**config.mk**
```make
export PLATFORM = sky130hd
export DESIGN_NAME = lidar_ray_point_transform
export DESIGN_NICKNAME = d
export VERILOG_FILES = /design/src/rtl/lrpt_pkg.sv /design/src/rtl/lrpt_queue.sv /design/src/rtl/lrpt_front.sv /design/src/rtl/lrpt_back.sv /design/src/rtl/lidar_ray_point_transform.sv
export VERILOG_INCLUDE_DIRS = /design/src /design/src/rtl
export SDC_FILE = /design/constraint.sdc
export NUM_CORES = 2
export LEC_CHECK = 0
export ABC_AREA = 0
export BUFFER_PORTS_ARGS = -buffer_cell sky130_fd_sc_hd__buf_2
export CAP_MARGIN = 5
export CORE_MARGIN = 10
export CORE_UTILIZATION = 50
export CTS_CLUSTER_DIAMETER = 50
export DETAILED_ROUTE_END_ITERATION = 6
export HOLD_SLACK_MARGIN = 0.06
export PLACE_DENSITY = 0.76
export SLEW_MARGIN = 10
export SYNTH_ARGS = -nofsm -noshare
export SYNTH_HDL_FRONTEND = slang
export SYNTH_SLANG_ARGS = --single-unit
```
**constraint.sdc**
```tcl
create_clock -name clk -period 17.7 [get_ports clk]
set_input_delay 0.885 -clock clk [delete_from_list [all_inputs] [get_ports clk]]
set_output_delay 0.885 -clock clk [all_outputs]
set_load 0.1 [all_outputs]
```
**src/rtl/lidar_ray_point_transform_assert.svh**
```systemverilog
// assertion macros for the lidar ray point transform
// used by the queue, front and back modules; expects clk and rst_n in scope
`ifndef LIDAR_RAY_POINT_TRANSFORM_ASSERT_SVH
`define LIDAR_RAY_POINT_TRANSFORM_ASSERT_SVH
`ifndef ASSERT_OFF
// same-cycle implication
`define LRPT_ASSERT_IMPL(lbl, ante, cons, msg) \
    lbl: assert property (@(posedge clk) disable iff (!rst_n) (ante) |-> (cons)) \
        else $error(msg);
// next-cycle implication
`define LRPT_ASSERT_NEXT(lbl, ante, cons, msg) \
    lbl: assert property (@(posedge clk) disable iff (!rst_n) (ante) |=> (cons)) \
        else $error(msg);
`else
`define LRPT_ASSERT_IMPL(lbl, ante, cons, msg)
`define LRPT_ASSERT_NEXT(lbl, ante, cons, msg)
`endif
`endif

```
**src/rtl/lrpt_pkg.sv**
```systemverilog
// shared constants, types and helpers of the lidar ray point transform
// no dependencies; imported by every module of the block
package lrpt_pkg;

    // field formats
    localparam int DIR_FRAC_BITS = 15;
    localparam int RANGE_BITS    = 18;
    localparam int DIR_W         = DIR_FRAC_BITS + 1;
    localparam int ROW_W         = 3 * DIR_W;
    localparam int SHIFT_W       = 24;
    localparam int END_W         = 25;

    // datapath widths
    localparam int PROD_W  = 2 * DIR_W;
    localparam int ACC_W   = PROD_W + 1;
    localparam int MAG_W   = ACC_W - 1;
    localparam int WQ_W    = MAG_W + 1 - DIR_FRAC_BITS;
    localparam int RPROD_W = MAG_W + RANGE_BITS;
    localparam int EQ_W    = RPROD_W + 1 - 2 * DIR_FRAC_BITS;
    localparam int ESUM_A  = (EQ_W + 1 > SHIFT_W) ? EQ_W + 1 : SHIFT_W;
    localparam int ESUM_W  = ((ESUM_A > END_W) ? ESUM_A : END_W) + 1;

    // configuration port
    localparam int CFG_IDX_W  = 4;
    localparam int CFG_DATA_W = ROW_W;
    localparam logic [CFG_IDX_W-1:0] CFG_ROT_ROW_X   = 4'd0;
    localparam logic [CFG_IDX_W-1:0] CFG_ROT_ROW_Y   = 4'd1;
    localparam logic [CFG_IDX_W-1:0] CFG_ROT_ROW_Z   = 4'd2;
    localparam logic [CFG_IDX_W-1:0] CFG_SHIFT_X     = 4'd3;
    localparam logic [CFG_IDX_W-1:0] CFG_SHIFT_Y     = 4'd4;
    localparam logic [CFG_IDX_W-1:0] CFG_SHIFT_Z     = 4'd5;
    localparam logic [CFG_IDX_W-1:0] CFG_HIT_MIN     = 4'd6;
    localparam logic [CFG_IDX_W-1:0] CFG_HIT_MAX     = 4'd7;

    // register reset values
    localparam logic [ROW_W-1:0] ROT_ROW_X_RST = ROW_W'(64'h0000_0000_8000_0000);
    localparam logic [ROW_W-1:0] ROT_ROW_Y_RST = ROW_W'(64'h0000_0000_0000_8000);
    localparam logic [ROW_W-1:0] ROT_ROW_Z_RST = ROW_W'(64'h0000_0000_0000_7FFF);

    // stream packing
    localparam int IN_FIELDS_W  = RANGE_BITS + 3 * DIR_W;
    localparam int IN_DATA_W    = ((IN_FIELDS_W + 7) / 8) * 8;
    localparam int IN_USER_W    = 8;
    localparam int OUT_FIELDS_W = 3 * END_W + 3 * DIR_W + RANGE_BITS;
    localparam int OUT_DATA_W   = ((OUT_FIELDS_W + 7) / 8) * 8;
    localparam int OUT_USER_W   = 8;

    // queue between front and back
    localparam int QUEUE_DEPTH = 4;
    localparam int QPTR_W      = $clog2(QUEUE_DEPTH);

    typedef struct packed {
        logic [2:0][ROW_W-1:0]   rot_row;
        logic [2:0][SHIFT_W-1:0] shift;
        logic [RANGE_BITS-1:0]   hit_min;
        logic [RANGE_BITS-1:0]   hit_max;
    } cfg_t;

    typedef struct packed {
        logic [RANGE_BITS-1:0]  range;
        logic                   meas;
        logic                   hit;
        logic [2:0][DIR_W-1:0]  dir;
        logic [RANGE_BITS-1:0]  max_range;
    } ray_t;

    typedef struct packed {
        logic                   meas;
        logic                   hit;
        logic [2:0][END_W-1:0]  end_pt;
        logic [2:0][DIR_W-1:0]  wdir;
        logic [RANGE_BITS-1:0]  max_range;
    } res_t;

    // entry j of a packed rotation row, entry 0 in the high bits
    function automatic logic [DIR_W-1:0] rot_entry(input logic [ROW_W-1:0] row,
                                                   input logic [1:0] j);
        logic [1:0] pos;
        pos = 2'd2 - j;
        return row[pos * DIR_W +: DIR_W];
    endfunction

endpackage

```
**src/rtl/lrpt_queue.sv**
```systemverilog
// short ray queue that decouples the classifying front from the arithmetic back
// depends on lrpt_pkg and the assertion macro header
`include "lidar_ray_point_transform_assert.svh"

module lrpt_queue
    import lrpt_pkg::*;
(
    input  logic clk,
    input  logic rst_n,
    input  logic push,
    input  ray_t push_data,
    output logic full,
    input  logic pop,
    output logic pop_valid,
    output ray_t pop_data
);

    ray_t              mem [QUEUE_DEPTH];
    logic [QPTR_W-1:0] wr_ptr_reg, wr_ptr_next;
    logic [QPTR_W-1:0] rd_ptr_reg, rd_ptr_next;
    logic [QPTR_W:0]   count_reg, count_next;

    assign full      = (count_reg == (QPTR_W+1)'(QUEUE_DEPTH));
    assign pop_valid = (count_reg != '0);
    assign pop_data  = mem[rd_ptr_reg];

    // pointer and fill count update
    always_comb
    begin
        wr_ptr_next = wr_ptr_reg;
        rd_ptr_next = rd_ptr_reg;
        count_next  = count_reg;
        if (push)
        begin
            wr_ptr_next = (wr_ptr_reg == QPTR_W'(QUEUE_DEPTH - 1)) ? '0 : wr_ptr_reg + 1'b1;
        end
        if (pop)
        begin
            rd_ptr_next = (rd_ptr_reg == QPTR_W'(QUEUE_DEPTH - 1)) ? '0 : rd_ptr_reg + 1'b1;
        end
        if (push && !pop)
        begin
            count_next = count_reg + 1'b1;
        end
        else if (pop && !push)
        begin
            count_next = count_reg - 1'b1;
        end
    end

    always_ff @(posedge clk or negedge rst_n)
    begin
        if (!rst_n)
        begin
            wr_ptr_reg <= '0;
            rd_ptr_reg <= '0;
            count_reg  <= '0;
        end
        else
        begin
            wr_ptr_reg <= wr_ptr_next;
            rd_ptr_reg <= rd_ptr_next;
            count_reg  <= count_next;
        end
    end

    // storage write
    always_ff @(posedge clk)
    begin
        if (push)
        begin
            mem[wr_ptr_reg] <= push_data;
        end
    end

    `LRPT_ASSERT_IMPL(a_no_overflow, push, !full, "ray queue written while full")
    `LRPT_ASSERT_NEXT(a_fill_grows, push && !pop, count_reg == $past(count_reg) + 1'b1,
                      "ray queue fill count did not grow on a lone push")

endmodule

```
**src/rtl/lrpt_front.sv**
```systemverilog
// front end: takes ray transactions, classifies them and keeps the frame maximum
// depends on lrpt_pkg and the assertion macro header
`include "lidar_ray_point_transform_assert.svh"

module lrpt_front
    import lrpt_pkg::*;
(
    input  logic                  clk,
    input  logic                  rst_n,
    input  logic                  in_valid,
    output logic                  in_ready,
    input  logic [RANGE_BITS-1:0] range_mm,
    input  logic                  range_bad,
    input  logic [2:0][DIR_W-1:0] dir,
    input  logic                  frame_start,
    input  cfg_t                  cfg,
    input  logic                  queue_full,
    output logic                  push,
    output ray_t                  push_data
);

    logic [RANGE_BITS-1:0] max_reg, max_next;
    logic [RANGE_BITS-1:0] max_base;
    logic                  meas;
    logic                  hit;

    assign in_ready = !queue_full;
    assign push     = in_valid && !queue_full;

    // classification and running maximum
    always_comb
    begin
        max_base = frame_start ? '0 : max_reg;
        meas     = (range_mm != '0) && !range_bad;
        hit      = meas && (range_mm >= cfg.hit_min) && (range_mm <= cfg.hit_max);
        max_next = max_reg;
        if (push)
        begin
            max_next = (hit && (range_mm > max_base)) ? range_mm : max_base;
        end
    end

    always_ff @(posedge clk or negedge rst_n)
    begin
        if (!rst_n)
        begin
            max_reg <= '0;
        end
        else
        begin
            max_reg <= max_next;
        end
    end

    // queue entry
    always_comb
    begin
        push_data.range     = range_mm;
        push_data.meas      = meas;
        push_data.hit       = hit;
        push_data.dir       = dir;
        push_data.max_range = max_next;
    end

    `LRPT_ASSERT_NEXT(a_max_monotonic, push && !frame_start, max_reg >= $past(max_reg),
                      "frame maximum fell without a frame start")

endmodule

```
**src/rtl/lrpt_back.sv**
```systemverilog
// back end: rotates a queued ray on a shared multiplier, then scales and translates it
// depends on lrpt_pkg and the assertion macro header
`include "lidar_ray_point_transform_assert.svh"

module lrpt_back
    import lrpt_pkg::*;
(
    input  logic clk,
    input  logic rst_n,
    input  logic pop_valid,
    input  ray_t pop_data,
    output logic pop,
    input  cfg_t cfg,
    output logic out_valid,
    input  logic out_ready,
    output res_t out_data
);

    localparam logic [1:0] ST_IDLE  = 2'd0;
    localparam logic [1:0] ST_MAC   = 2'd1;
    localparam logic [1:0] ST_SCALE = 2'd2;
    localparam logic [1:0] ST_FIN   = 2'd3;

    localparam logic signed [ESUM_W-1:0] END_HI = ESUM_W'((64'sd1 <<< (END_W - 1)) - 64'sd1);
    localparam logic signed [ESUM_W-1:0] END_LO = -END_HI - ESUM_W'(1);
    localparam logic [WQ_W-1:0] WQ_POS_MAX = WQ_W'((64'd1 << DIR_FRAC_BITS) - 64'd1);
    localparam logic [WQ_W-1:0] WQ_NEG_MAX = WQ_W'(64'd1 << DIR_FRAC_BITS);

    // control state
    logic [1:0] state_reg, state_next;
    logic [1:0] row_reg, row_next;
    logic [1:0] col_reg, col_next;
    logic       out_valid_reg, out_valid_next;

    // payload
    ray_t                     cur_reg;
    logic signed [PROD_W-1:0] prod_reg;
    logic signed [ACC_W-1:0]  acc_reg;
    logic                     neg_reg;
    logic [DIR_W-1:0]         wdir_tmp_reg;
    logic [RPROD_W-1:0]       rprod_reg;
    logic [END_W-1:0]         end_res_reg [2];
    logic [DIR_W-1:0]         wdir_res_reg [2];
    res_t                     out_reg;

    logic                     out_free;
    logic                     out_load;
    logic [1:0]               col_idx;
    logic signed [DIR_W-1:0]  rot_e;
    logic signed [DIR_W-1:0]  dir_e;
    logic signed [PROD_W-1:0] prod_c;
    logic signed [ACC_W-1:0]  acc_sum;
    logic [ACC_W-1:0]         mag_full;
    logic [MAG_W-1:0]         mag_c;
    logic [MAG_W:0]           wq_sum;
    logic [WQ_W-1:0]          wq_c;
    logic [DIR_W-1:0]         wdir_c;
    logic [RPROD_W-1:0]       rprod_c;
    logic [RPROD_W:0]         eq_sum;
    logic [EQ_W-1:0]          eq_c;
    logic signed [ESUM_W-1:0] eq_s;
    logic signed [ESUM_W-1:0] sh_s;
    logic signed [ESUM_W-1:0] esum;
    logic [END_W-1:0]         end_c;

    // multiply-accumulate operands for the current row and column
    always_comb
    begin
        col_idx = (col_reg == 2'd3) ? 2'd2 : col_reg;
        rot_e   = $signed(rot_entry(cfg.rot_row[row_reg], col_idx));
        dir_e   = $signed(cur_reg.dir[col_idx]);
        prod_c  = rot_e * dir_e;
        acc_sum = acc_reg + ACC_W'(prod_reg);
    end

    // world direction: magnitude, round half away from zero, saturate
    always_comb
    begin
        mag_full = acc_reg[ACC_W-1] ? ACC_W'(-acc_reg) : ACC_W'(acc_reg);
        mag_c    = mag_full[MAG_W-1:0];
        wq_sum   = {1'b0, mag_c} + (MAG_W+1)'(64'd1 << (DIR_FRAC_BITS - 1));
        wq_c     = wq_sum[MAG_W:DIR_FRAC_BITS];
        if (acc_reg[ACC_W-1])
        begin
            wdir_c = (wq_c > WQ_NEG_MAX) ? {1'b1, {(DIR_W-1){1'b0}}}
                                         : DIR_W'(-wq_c);
        end
        else
        begin
            wdir_c = (wq_c > WQ_POS_MAX) ? {1'b0, {(DIR_W-1){1'b1}}}
                                         : wq_c[DIR_W-1:0];
        end
        rprod_c = RPROD_W'(mag_c) * RPROD_W'(cur_reg.range);
    end

    // end point: round the scaled product, apply sign and translation, saturate
    always_comb
    begin
        eq_sum = {1'b0, rprod_reg} + (RPROD_W+1)'(64'd1 << (2 * DIR_FRAC_BITS - 1));
        eq_c   = eq_sum[RPROD_W:2*DIR_FRAC_BITS];
        eq_s   = neg_reg ? -$signed(ESUM_W'(eq_c)) : $signed(ESUM_W'(eq_c));
        sh_s   = ESUM_W'($signed(cfg.shift[row_reg]));
        esum   = eq_s + sh_s;
        priority if (esum > END_HI)
        begin
            end_c = END_HI[END_W-1:0];
        end
        else if (esum < END_LO)
        begin
            end_c = END_LO[END_W-1:0];
        end
        else
        begin
            end_c = esum[END_W-1:0];
        end
    end

    // sequencer
    always_comb
    begin
        out_free       = !out_valid_reg || out_ready;
        state_next     = state_reg;
        row_next       = row_reg;
        col_next       = col_reg;
        pop            = 1'b0;
        out_load       = 1'b0;
        out_valid_next = out_valid_reg && !out_ready;
        unique case (state_reg)
            ST_IDLE:
            begin
                if (pop_valid)
                begin
                    pop        = 1'b1;
                    row_next   = 2'd0;
                    col_next   = 2'd0;
                    state_next = ST_MAC;
                end
            end
            ST_MAC:
            begin
                col_next = col_reg + 1'b1;
                if (col_reg == 2'd3)
                begin
                    state_next = ST_SCALE;
                end
            end
            ST_SCALE:
            begin
                state_next = ST_FIN;
            end
            ST_FIN:
            begin
                if (row_reg != 2'd2)
                begin
                    row_next   = row_reg + 1'b1;
                    state_next = ST_MAC;
                end
                else if (out_free)
                begin
                    out_load       = 1'b1;
                    out_valid_next = 1'b1;
                    state_next     = ST_IDLE;
                end
            end
            default:
            begin
                state_next = ST_IDLE;
            end
        endcase
    end

    always_ff @(posedge clk or negedge rst_n)
    begin
        if (!rst_n)
        begin
            state_reg     <= ST_IDLE;
            row_reg       <= '0;
            col_reg       <= '0;
            out_valid_reg <= 1'b0;
        end
        else
        begin
            state_reg     <= state_next;
            row_reg       <= row_next;
            col_reg       <= col_next;
            out_valid_reg <= out_valid_next;
        end
    end

    // datapath registers
    always_ff @(posedge clk)
    begin
        if (pop)
        begin
            cur_reg <= pop_data;
        end
        if (state_reg == ST_MAC)
        begin
            if (col_reg != 2'd3)
            begin
                prod_reg <= prod_c;
            end
            acc_reg <= (col_reg == 2'd0) ? '0 : acc_sum;
        end
        if (state_reg == ST_SCALE)
        begin
            neg_reg      <= acc_reg[ACC_W-1];
            wdir_tmp_reg <= wdir_c;
            rprod_reg    <= rprod_c;
        end
        if ((state_reg == ST_FIN) && (row_reg != 2'd2))
        begin
            end_res_reg[row_reg[0]]  <= end_c;
            wdir_res_reg[row_reg[0]] <= wdir_tmp_reg;
        end
        if (out_load)
        begin
            out_reg.meas      <= cur_reg.meas;
            out_reg.hit       <= cur_reg.hit;
            out_reg.max_range <= cur_reg.max_range;
            if (cur_reg.meas)
            begin
                out_reg.end_pt <= {end_c, end_res_reg[1], end_res_reg[0]};
                out_reg.wdir   <= {wdir_tmp_reg, wdir_res_reg[1], wdir_res_reg[0]};
            end
            else
            begin
                out_reg.end_pt <= '0;
                out_reg.wdir   <= '0;
            end
        end
    end

    assign out_valid = out_valid_reg;
    assign out_data  = out_reg;

    `LRPT_ASSERT_NEXT(a_pop_starts_mac, pop, (state_reg == ST_MAC) && (col_reg == 2'd0),
                      "ray taken from the queue without starting the row sequence")
    `LRPT_ASSERT_IMPL(a_unmeasurable_zero, out_valid_reg && !out_reg.meas,
                      (out_reg.end_pt == '0) && (out_reg.wdir == '0) && !out_reg.hit,
                      "unmeasurable ray produced a non-zero result")

endmodule

```
**src/rtl/lidar_ray_point_transform.sv**
```systemverilog
// top level of the lidar ray point transform: configuration registers and stream ports
// depends on lrpt_pkg, lrpt_front, lrpt_queue and lrpt_back
//
// channel   direction  handshake            payload
// s_*       in         s_tvalid / s_tready  one lidar ray
// m_*       out        m_tvalid / m_tready  one transformed ray
// cfg_*     in         cfg_we               register index and value
//
// in the back end a ray first leaves the queue, then each coordinate takes three
// multiply-accumulate steps and a drain on the one shared DIR_W x DIR_W
// multiplier, one range scaling multiply and one rounding step
// the front takes a ray every cycle until the four-entry queue fills
// reset clears the queue, sequencer and frame maximum and presets the config registers
// a result waiting on m_tready holds only the final step of the next ray

module lidar_ray_point_transform
    import lrpt_pkg::*;
(
    input  logic                  clk,
    input  logic                  rst_n,
    input  logic                  s_tvalid,
    output logic                  s_tready,
    // range_mm, dir_x, dir_y, dir_z, zero padding
    input  logic [IN_DATA_W-1:0]  s_tdata,
    // range_bad, frame_start, zero padding
    input  logic [IN_USER_W-1:0]  s_tuser,
    output logic                  m_tvalid,
    input  logic                  m_tready,
    // end_x, end_y, end_z, wdir_x, wdir_y, wdir_z, max_hit_range, zero padding
    output logic [OUT_DATA_W-1:0] m_tdata,
    // measurable, is_hit, zero padding
    output logic [OUT_USER_W-1:0] m_tuser,
    input  logic                  cfg_we,
    input  logic [CFG_IDX_W-1:0]  cfg_index,
    input  logic [CFG_DATA_W-1:0] cfg_data
);

    cfg_t                  cfg_reg;
    logic [2:0][DIR_W-1:0] in_dir;
    logic                  push;
    ray_t                  push_data;
    logic                  queue_full;
    logic                  pop;
    logic                  pop_valid;
    ray_t                  pop_data;
    res_t                  res;

    // configuration register writes
    always_ff @(posedge clk or negedge rst_n)
    begin
        if (!rst_n)
        begin
            cfg_reg.rot_row[0] <= ROT_ROW_X_RST;
            cfg_reg.rot_row[1] <= ROT_ROW_Y_RST;
            cfg_reg.rot_row[2] <= ROT_ROW_Z_RST;
            cfg_reg.shift      <= '0;
            cfg_reg.hit_min    <= '0;
            cfg_reg.hit_max    <= '1;
        end
        else if (cfg_we)
        begin
            unique case (cfg_index)
                CFG_ROT_ROW_X: cfg_reg.rot_row[0] <= cfg_data[ROW_W-1:0];
                CFG_ROT_ROW_Y: cfg_reg.rot_row[1] <= cfg_data[ROW_W-1:0];
                CFG_ROT_ROW_Z: cfg_reg.rot_row[2] <= cfg_data[ROW_W-1:0];
                CFG_SHIFT_X:   cfg_reg.shift[0]   <= cfg_data[SHIFT_W-1:0];
                CFG_SHIFT_Y:   cfg_reg.shift[1]   <= cfg_data[SHIFT_W-1:0];
                CFG_SHIFT_Z:   cfg_reg.shift[2]   <= cfg_data[SHIFT_W-1:0];
                CFG_HIT_MIN:   cfg_reg.hit_min    <= cfg_data[RANGE_BITS-1:0];
                CFG_HIT_MAX:   cfg_reg.hit_max    <= cfg_data[RANGE_BITS-1:0];
                default:       ;
            endcase
        end
    end

    // input unpacking
    assign in_dir = s_tdata[IN_FIELDS_W-1:RANGE_BITS];

    lrpt_front u_front (
        .clk         (clk),
        .rst_n       (rst_n),
        .in_valid    (s_tvalid),
        .in_ready    (s_tready),
        .range_mm    (s_tdata[RANGE_BITS-1:0]),
        .range_bad   (s_tuser[0]),
        .dir         (in_dir),
        .frame_start (s_tuser[1]),
        .cfg         (cfg_reg),
        .queue_full  (queue_full),
        .push        (push),
        .push_data   (push_data)
    );

    lrpt_queue u_queue (
        .clk       (clk),
        .rst_n     (rst_n),
        .push      (push),
        .push_data (push_data),
        .full      (queue_full),
        .pop       (pop),
        .pop_valid (pop_valid),
        .pop_data  (pop_data)
    );

    lrpt_back u_back (
        .clk       (clk),
        .rst_n     (rst_n),
        .pop_valid (pop_valid),
        .pop_data  (pop_data),
        .pop       (pop),
        .cfg       (cfg_reg),
        .out_valid (m_tvalid),
        .out_ready (m_tready),
        .out_data  (res)
    );

    // output packing
    assign m_tdata = OUT_DATA_W'({res.max_range, res.wdir, res.end_pt});
    assign m_tuser = OUT_USER_W'({res.hit, res.meas});

endmodule
```
==> results.cfg <==
[routing]
drc_errors = 0
drt_wl_total_um = 182000
vias = 47900
drtAntennaViolNets = 0
dr.pass1.iters = 6
via_per_inst = 5.65
wl_per_cell_um = 21.4
drt_iter0_drc = 3737

[placed_design]
place_congestion = 0.921
post-place-cells = 8269
place_hpwl_um = 130000
port_buffers = 269
placed_area_mm2 = 0.0771

[floorplanning]
die_area_mm2 = 0.162
dieHeight_um = 403
die_w_um = 403
ios = 291
num_rows = 140
start_util = 0.503
coreArea_mm2 = 0.146

[setup_path]
endpoint_kind = flop
path_max_fanout = 58
r2r.worst_path.cells = 24
crit_type = flop to flop
crit_arrival_ns = 10.61
reg2reg_from = u_back.acc_reg[32]$_SDFFCE_PN0P_
timing.rr.end = u_back.rprod_reg[49]$_DFFE_PN_
cp-start-kind = flop
cp.required_ns = 18.16
regToRegSetupSlack_ns = 7.55

[sta]
tightest_slew_ns = 1.35
setup_viol = 0
rsz0062_at_grt = no
finalHoldViolCount = 0
relSlewSlack = 0.0933
tns_ns = 0
fin_worst_skew_ns = 0.0883
fin_crit_ns = 10.15
maxSlewViolCount = 0
fin_hold_ws_ns = 0.102
fin_crit_sh = 0.574
max_freq_mhz = 98.5

[finish]
layout_commonest_cell = inv_1
finalInstanceArea_mm2 = 0.0811
fin_nets = 7680
areaGrowthSynthToFinish_pct = 10.5
final_cell_mix = inv_1, edfxtp_1, fa_1
drive_above_1_share = 0.156
largest_reg_flops = 344
fin_cells = 8483
fillers = 11700

[global_route]
first_global_vias = 50800
track_usage = 0.224
grt_max_degree = 85
grt_pass1_wl_um = 287000
antenna_found_initial = 30
overflow = 0

[status]
status = finished clean

[clocking]
path_clk_slew_ns = 0.06
insertion_delay_ns = 0.77
hold_buffers = 0
cts_num_sinks = 1042
cts-root-buf = clkbuf_16
cts_buffers = 111
clk_path_buf_depth = 3
cts_tree = yes
cts_setup_buffers = 0
htree_levels = 3
cts-resized-gates = 0

[yosys]
synth_area_mm2 = 0.0734
synth_top_area_share = 0.310
ys_ff_latch = 1042
ys_async_sr_fraction = 0.273
synthDistinctLibCells = 90
ys_warn_count = 0
seq_area_frac_synth = 0.408
synth-edff-count = 758
ys_top_cells_by_area = edfxtp_1, fa_1, dfrtp_1
yosys.area.top_type = edfxtp_1
avgSynthCellArea_um2 = 11.7
synth_ff_type = edfxtp_1
syn_inst = 6254

[min_path]
hold_path_class = input port to async pin

[flow_run]
drv_cap = 0
==> through the flow <==
stage	utilization	setup slack [ns]
after floorplan	-	9.27
after CTS	0.556	7.71
after detailed placement	0.529	7.74
after global placement	0.529	7.91
after global routing	0.556	7.12
final	0.557	7.55
==> how the worst max path moves through the flow <==
stage | from | to | slack [ns] | cells after the start
after floorplan | u_back.row_reg[1]$_DFFE_PN0P_ | u_back.prod_reg[25]$_DFFE_PP_ | 9.27 | 30
after global placement | u_back.acc_reg[32]$_SDFFCE_PN0P_ | u_back.rprod_reg[49]$_DFFE_PN_ | 7.91 | 24
after detailed placement | u_back.acc_reg[32]$_SDFFCE_PN0P_ | u_back.rprod_reg[49]$_DFFE_PN_ | 7.74 | 24
after CTS | u_back.acc_reg[32]$_SDFFCE_PN0P_ | u_back.rprod_reg[49]$_DFFE_PN_ | 7.71 | 24
after global routing | u_back.acc_reg[32]$_SDFFCE_PN0P_ | u_back.rprod_reg[49]$_DFFE_PN_ | 7.12 | 24
final | u_back.acc_reg[32]$_SDFFCE_PN0P_ | u_back.rprod_reg[49]$_DFFE_PN_ | 7.55 | 24
==> Yosys cell counts, drive strengths merged, types with 34 or more instances <==
cell type,count
mux4,102
a31oi,34
a21oi,175
edfxtp,758
nor2b,46
nor2,228
nand2b,55
fa,743
xor2,63
dfstp,35
ha,335
and2,339
buf,46
mux2,244
dfrtp,249
nand3,76
o21ai,173
xnor2,123
and3,46
nor3,47
inv,914
mux2i,79
a21o,47
clkbuf,245
nand2,667
==> area by class of cell <==
class                   count  area [µm²]  share of cell area
diodes                      8        20.0            0.000247
clock buffers             120        2830              0.0349
clock inverters            86        1120              0.0139
inverters                 916        3440              0.0424
multi-input cells        4013       39200               0.483
flip-flops and latches   1042       29900               0.369
well taps                1917        2400              0.0296
repair buffers            381        2200              0.0271
==> worst max-delay path, cell delays in order (launching register included) <==
cell and delay (ns):
edfxtp_1 0.31, buf_4 0.52, clkinv_1 0.92, a311oi_1 1.12
or2_2 0.73, nand2_1 0.18, fa_1 0.53, fa_1 0.53
fa_1 0.54, inv_1 0.07, fa_1 0.49, fa_1 0.49
inv_1 0.05, fa_1 0.47, inv_1 0.04, ha_1 0.31
nand2_1 0.07, o21ai_0 0.24, nor3_1 0.09, a31oi_1 0.59
a211oi_1 0.28, o41ai_1 0.76, a211o_1 0.27, a21oi_1 0.09
xnor2_1 0.12
==> per-layer routing <==
layer,vias up,GRT usage,wire length [µm]
met5,-,0,235
met4,36,0.0883,7420
met3,408,0.0521,15500
met2,1814,0.376,88300
met1,24400,0.279,70200
li1,21300,-,-
==> cells by family after synthesis <==
logic type,share of synthesized area
buf+inv,0.0625
mux,0.0795
fa+ha+maj,0.260
compound gates,0.0577
other cells,0.0000511
flops,0.408
simple gates,0.110
xor+xnor,0.0222
Power is left out: the tool's default activity adds up to more than one toggle a clock period on the data nets, which glitch-free logic cannot reach.
